===== src/design/readback_slot_table_first_fit_macros.svh =====
// assertion macros for the readback slot table
`ifndef READBACK_SLOT_TABLE_FIRST_FIT_MACROS_SVH
`define READBACK_SLOT_TABLE_FIRST_FIT_MACROS_SVH

// same-cycle implication, checked out of reset
`define RSTFF_ASSERT_NOW(label, clk, rst_n, ante, cons, msg) \
    label: assert property (@(posedge clk) disable iff (!rst_n) (ante) |-> (cons)) \
        else $error(msg);

// next-cycle implication, checked out of reset
`define RSTFF_ASSERT_NEXT(label, clk, rst_n, ante, cons, msg) \
    label: assert property (@(posedge clk) disable iff (!rst_n) (ante) |=> (cons)) \
        else $error(msg);

`endif


===== src/design/rstff_pkg.sv =====
// shared types and codes of the readback slot table
package rstff_pkg;

    localparam int VAL_W     = 32;
    localparam int CNT_W     = 5;
    localparam int TOTAL_W   = 64;
    localparam int CFG_IDX_W = 2;
    localparam int MAXP_W    = 5;

    typedef enum logic [1:0] {
        REQ_NEW    = 2'd0,
        REQ_CANCEL = 2'd1,
        REQ_TICK   = 2'd2,
        REQ_FLUSH  = 2'd3
    } req_type_t;

    localparam logic [1:0] KIND_ACCEPT  = 2'd0;
    localparam logic [1:0] KIND_REJECT  = 2'd1;
    localparam logic [1:0] KIND_DELIVER = 2'd2;

    localparam logic [1:0] ERR_NONE     = 2'd0;
    localparam logic [1:0] ERR_FULL     = 2'd1;
    localparam logic [1:0] ERR_NO_SPACE = 2'd2;

    localparam logic [CFG_IDX_W-1:0] CFG_STAGING     = 2'd0;
    localparam logic [CFG_IDX_W-1:0] CFG_MAX_PENDING = 2'd1;

    localparam logic [VAL_W-1:0]  STAGING_RESET = 32'd67108864;
    localparam logic [MAXP_W-1:0] MAXP_RESET    = 5'd16;

    typedef struct packed {
        logic [VAL_W-1:0] id;
        logic [VAL_W-1:0] offset;
        logic [VAL_W-1:0] size;
        logic [VAL_W-1:0] due;
    } slot_t;

    typedef enum logic [1:0] {
        SA_HOLD,
        SA_LOAD,
        SA_FROM_NEXT
    } slot_act_t;

    typedef struct packed {
        logic id_hit;
        logic due;
    } slot_flags_t;

    typedef enum logic [2:0] {
        FA_HOLD,
        FA_LOAD,
        FA_FROM_NEXT,
        FA_FROM_PREV,
        FA_ADD_LEN,
        FA_GROW_DOWN,
        FA_CUT,
        FA_ABSORB
    } free_act_t;

    typedef struct packed {
        logic le;
        logic fit;
        logic exact;
        logic end_touch;
        logic begin_touch;
    } free_flags_t;

    typedef struct packed {
        logic [1:0]       kind;
        logic [VAL_W-1:0] id;
        logic [VAL_W-1:0] offset;
        logic [VAL_W-1:0] size;
        logic [1:0]       err;
    } result_t;

endpackage


===== src/design/rstff_slot_cell.sv =====
// one pending-request cell of the slot chain
module rstff_slot_cell
    import rstff_pkg::*;
(
    input  logic             clk,
    input  slot_act_t        act,
    input  slot_t            load_data,
    input  slot_t            next_data,
    input  logic [VAL_W-1:0] match_id,
    input  logic [VAL_W-1:0] frame,
    output slot_t            data,
    output slot_flags_t      flags
);

    slot_t data_reg;

    always_ff @(posedge clk)
    begin
        case (act)
            SA_LOAD:      data_reg <= load_data;
            SA_FROM_NEXT: data_reg <= next_data;
            default:      data_reg <= data_reg;
        endcase
    end

    assign data         = data_reg;
    assign flags.id_hit = (data_reg.id == match_id);
    assign flags.due    = (frame >= data_reg.due);

endmodule


===== config.mk =====
export PLATFORM = sky130hd
export DESIGN_NAME = rstff_slot_cell
export DESIGN_NICKNAME = d
export VERILOG_FILES = /design/src/design/readback_slot_table_first_fit_macros.svh /design/src/design/rstff_pkg.sv /design/src/design/rstff_slot_cell.sv
export SDC_FILE = /design/constraint.sdc
export NUM_CORES = 1
export LEC_CHECK = 0
export ABC_AREA = 1
export BUFFER_PORTS_ARGS = -buffer_cell sky130_fd_sc_hd__buf_2
export CORE_AREA = 3 3 174 176
export CTS_BUF_LIST = sky130_fd_sc_hd__clkbuf_2
export CTS_CLUSTER_DIAMETER = 30
export DETAILED_ROUTE_END_ITERATION = 10
export DIE_AREA = 0 0 177 179
export GPL_TIMING_DRIVEN = 0
export SLEW_MARGIN = 30
export SYNTH_ARGS = -nofsm -noshare
export SYNTH_HDL_FRONTEND = slang
export SYNTH_SLANG_ARGS = --single-unit

===== constraint.sdc =====
create_clock -name clk -period 4.8 [get_ports clk]
set_input_delay 0.24 -clock clk [delete_from_list [all_inputs] [get_ports clk]]
set_output_delay 0.24 -clock clk [all_outputs]
set_load 0.01 [all_outputs]

==> results.cfg, run 1 <==
[clock_tree]
clk_pin_slew_ns = 0.24
post_cts_buffers = 0
clock_path_buffers = 2
clkSinkCount = 128
cts_root_buf = clkbuf_2
cts_hold_buf = 256
htree_levels = 4
cts_resized = 0
cts_tree = built
cts_buffers = 17

[sta]
tns_ns = 0
holdWs_ns = 0.240
slew_headroom_pct = 72.1
slew_violations = 0
finalSetupViolCount = 0
tightest_slew_ns = 0.419
fin_crit_sh_pct = 53.6
fmax_mhz = 389
final-hold-violation-count = 0
rsz0062_at_grt = no
min_period_ns = 2.57

[routing]
drc_errors = 0
final_antenna_net_count = 0
dr.pass1.iters = 4
vias_per_cell = 4.07
num_vias = 6480
initialDrtViolationCount = 209
wl_um = 25700
wl_per_cell_um = 16.1

[final_layout]
fillerInstances = 2689
final_cells = 1593
largest_register_ffs = 128
seqCellArea_sq_um = 3840
layout.nets = 1551
multi_input_comb_area_sq_um = 2510
drive_gt1_share_pct = 51.9
area_growth_syn_to_layout_pct = 84.0

[grt]
use_met1_pct = 16.9
gr-total-overflow = 0
grt_use_total_pct = 15.4
top_usage_layer = met2
grt_max_degree = 80
grt_use_met2_pct = 28.3
grt_pass1_wl_um = 37000
grt_pass1_vias = 6944
antenna_found_initial = 3
grt_util_met3_pct = 4.79

[flow_run]
cap_violations = 0

[placed_design]
dp.cells = 1304
port_buffers = 452
place.gp.congestion = 0.791
post-dp-hpwl_um = 18600

[floorplanning]
die_w_um = 177
rows = 62
die_h_um = 179
die-area_sq_um = 31700
core_sq_um = 28800
initial_core_util_pct = 23.2
io_pins = 453

[power]
leakage_nw = 5.55
powerDensity_nw_per_um2 = 264
power_mw = 3.24
ir_drop_v = 0.000148

[synthesis]
yosys-top-cells-count = edfxtp_1, mux2_2, inv_1
synth_enable_flop_cells = 128
synthArstFlopShare_pct = 0
ys_top_cells_by_area = edfxtp_1, mux2_2, ha_1
yosys_warnings = 0
synthesis.area_sq_um = 6680
ys_types = 17
ys_seq_area_share_pct = 57.5
synth-seq-cells = 128
synth-main-ff-cell = edfxtp_1
syn_area_per_cell_sq_um = 14.3
synth_top_area_share_pct = 57.5
synth.net_count = 823
syn_inst = 467
synth_top_area_cell = edfxtp_1

[setup_path]
critical_path_required_ns = 4.56
cp_max_fo = 2
max_stage_delay_ns = 0.43
crit_family = simple AND/OR/NAND/NOR gates
crit_path_end_kind = output pin
startpoint_type = register
cp.buffers_inverters = 2
crit_chain = inv_1 > ha_1 > a21oi_1 > nand2_1 > nor2_1 > nand2_1 > nand2_1 > nand2_1 > nand2_1 > nand2_1 > buf_2
critical_path_arrival_ns = 2.33
crit_type = register to output pin
critPathSlowestCell = edfxtp_1
cp_common_cell = nand2_1

[run_status]
status = completed

[hold_path]
hold_depth = 3
hp-class = input port to register
hp-start = act[1]
worst_hold_path.endpoint = data[81]
per-layer routing:
layer,share of wire (%),vias up
met5,0.051,-
met4,1.9,2
met3,7.5,31
met2,53,278
met1,38,3018
li1,-,3151
worst max-delay path by stage:
| stage | startpoint | to | slack [ns] | depth (start not counted) |
|---|---|---|---|---|
| floorplan | act[0] | data[0] | 1.29 | 3 |
| global placement | act[0] | data[27] | 0.004 | 4 |
| detailed placement | data[5] | flags[0] | 2.88 | 13 |
| CTS | data[7] | flags[0] | 2.02 | 11 |
| global route | data[5] | flags[0] | 1.86 | 13 |
| finish | data[7] | flags[0] | 2.23 | 11 |
cells in the final DEF, fill, tap and decap left out, types with 10 or more instances in the layout:
cell type	synthesis	layout
a21oi_1	17	17
buf_2	0	452
buf_6	13	13
clkbuf_2	0	17
dlygate4sd3_1	0	256
edfxtp_1	128	128
ha_1	33	33
inv_1	45	44
mux2_2	128	128
nand2_1	41	41
nand4_1	10	10
nor2_1	12	12
xnor2_1	29	29
logic make-up after synthesis:
logic type,count (synthesis),synth area share [%]
buffers and inverters,59,4.83
AO/OA/AOI/OAI,23,1.80
flip-flops,128,57.5
multiplexers,128,21.6
XOR/XNOR,29,3.80
adder cells (fa/ha/maj),33,6.18
AND/OR/NAND/NOR,67,4.25
worst min-delay path, stage by stage:
cell and delay (ns):
buf_2 0.10, ha_1 0.21, inv_8 0.15
cell type report:
class                      instances  share of cell area [%]
antenna                            2                  0.0407
buffer                            14                    1.25
clock buffer                      17                   0.692
clock inverter                    14                    1.49
inverter                          45                    1.44
multi-input combinational        280                    20.4
sequential                       128                    31.3
tap                              384                    3.91
timing repair buffer             709                    39.5
power by group:
group,leakage (nW),internal (mW),switching (mW)
clock,0.159,0.298,0.469
sequential,1.25,1.42,0.0773
combinational,4.14,0.542,0.433
total,5.55,2.26,0.979
per-stage QoR:
step	area (sq um)	setup WS, ns	util, %
final	12300	2.23	42.7
after global routing	12300	1.86	42.7
after CTS	12300	2.02	42.7
after detailed placement	9460	2.88	32.9
after global placement	9420	0.00417	32.7
after floorplan	6680	1.29	-
Power figures use the tool's default switching activity.
==> run 2, diff against run 1 <==
==> constraint.sdc (replaced) <==
create_clock -name clk -period 2.6 [get_ports clk]
set_input_delay 0.13 -clock clk [delete_from_list [all_inputs] [get_ports clk]]
set_output_delay 0.13 -clock clk [all_outputs]
set_load 0.01 [all_outputs]
==> results.cfg, run 2 (same netlist as run 1, synthesis figures left out) <==
[floorplanning]
die-area_sq_um = 31700
initial_core_util_pct = 23.2
die_w_um = 177
die_h_um = 179
core_sq_um = 28800
io_pins = 453
rows = 62

[hold_path]
worst_hold_path.endpoint = data[103]
hp-start = next_data[103]
hp-class = input port to register
hold_depth = 3

[sta]
tns_ns = 0
tightest_slew_ns = 0.651
slew_headroom_pct = 56.5
setup_slack_ns = 0.258
rsz0062_at_grt = yes
slew_violations = 0
fmax_mhz = 427
holdWs_ns = 0.277
min_period_ns = 2.34
fin_crit_sh_pct = 90.1
finalSetupViolCount = 0
final-hold-violation-count = 0

[final_layout]
layout_commonest_cell = buf_2
layout.nets = 1555
fillerInstances = 2646
area_growth_syn_to_layout_pct = 86.5
drive_gt1_share_pct = 53.3
design_area_sq_um = 12500
largest_register_ffs = 128
mostFrequentLayoutCells = buf_2, dlygate4sd3_1, mux2_2, edfxtp_1, inv_1

[power]
leakage_nw = 5.59
power.switching_mw = 1.82
seqPwrFrac_pct = 45.2
powerDensity_nw_per_um2 = 492
clkPwrFrac_pct = 24.7
netSwitchingFraction_pct = 29.7
power_mw = 6.13
intPower_mw = 4.31
ir_drop_v = 0.000319
combPwrFrac_pct = 30.1

[clock_tree]
cts_buffers = 17
cts_tree = built
htree_levels = 4
clk_pin_slew_ns = 0.27
clock_path_buffers = 2
clkSinkCount = 128
cts_root_buf = clkbuf_2

[routing]
vias_per_cell = 4.14
num_vias = 6609
final_antenna_net_count = 0
wl_per_cell_um = 16.1
dr.pass1.iters = 4
wl_um = 25800
drc_errors = 0
initialDrtViolationCount = 213

[setup_path]
critical_path_required_ns = 2.47
cp_max_fo = 2
startpoint_type = register
critical_path_arrival_ns = 2.21
crit_path_end_kind = output pin
crit_type = register to output pin

[flow_run]
cap_violations = 0

[grt]
grt_pass1_wl_um = 37400
grt_max_degree = 32
grt_use_total_pct = 15.4
antenna_found_initial = 4
grt_pass1_vias = 7220
gr-total-overflow = 0

[run_status]
status = completed

[placed_design]
port_buffers = 452
post-dp-hpwl_um = 18700
dp_slack_ns = 0.401
place_area_sq_um = 9530
place.gp.congestion = 0.830
[run 2: cell count changes in the layout (fill, tap and decap cells not counted), moves of 2 or more]
cell,change
inv_1,-3
clkinvlp_4,+2
clkinv_4,-3
ha_4,+4
ha_1,-4
inv_2,+2
nand2_1,-6
nand2_2,+6
buf_12,+3
[run 2: power by group through the flow]
stage,combinational (mW),clock [mW],sequential [mW]
global route,2.00,1.69,2.81
global placement,1.40,0,2.83
detailed placement,1.45,0,2.82
finish,1.84,1.52,2.77
CTS,1.82,1.61,2.77
floorplan,0.538,0,2.96
[run 2: area by class of cell]
class | instances | area [sq um] | area share (%)
clock inverters | 15 | 209 | 1.68
repair buffers | 713 | 4920 | 39.5
well taps | 384 | 480 | 3.86
diodes | 1 | 2.50 | 0.0201
clock buffers | 17 | 85.1 | 0.683
multi-input cells | 280 | 2580 | 20.7
flip-flops and latches | 128 | 3840 | 30.9
inverters | 45 | 180 | 1.45
plain buffers | 14 | 154 | 1.24
[run 2: worst max-delay path, cell delays in order, from the launching register on]
cell,delay (ns)
edfxtp_1,0.42
inv_1,0.14
ha_1,0.26
nand2_1,0.07
inv_1,0.05
nand2_2,0.07
nor2_2,0.03
nor2_1,0.12
nand2_2,0.08
nand2_2,0.06
nand2_2,0.06
nand2_1,0.06
nand2_1,0.04
buf_2,0.14
[run 2: what timing repair did]
action / in CTS / in global routing
buffers inserted: 1 / 0
setup endpoints to repair: 1 / 1
resized for setup: 3 / 10
hold endpoints to repair: 128 / 0
hold buffers: 256 / 0
pin swaps: 1 / 7
[run 2: worst max-delay path by stage]
| stage | slack [ns] | end | depth (start not counted) | startpoint |
|---|---|---|---|---|
| finish | 0.26 | flags[0] | 13 | data[7] |
| global route | -0.007 | flags[0] | 13 | data[5] |
| CTS | 0.007 | flags[0] | 13 | data[5] |
| detailed placement | 0.40 | data[15] | 7 | act[0] |
| global placement | -1.24 | data[15] | 4 | act[0] |
| floorplan | -0.06 | data[0] | 3 | act[0] |
[run 2: stage by stage]
stage,util (%),instances
floorplan,-,467
global placement,32.8,1303
detailed placement,33.1,1307
CTS,43.1,1596
global route,43.3,1597
finish,43.3,1597
[run 2: layer usage]
layer	GRT usage (%)	wire [um]
met5	0	34
met4	4.81	525
met3	5.00	2090
met2	28.6	13600
met1	16.7	9530
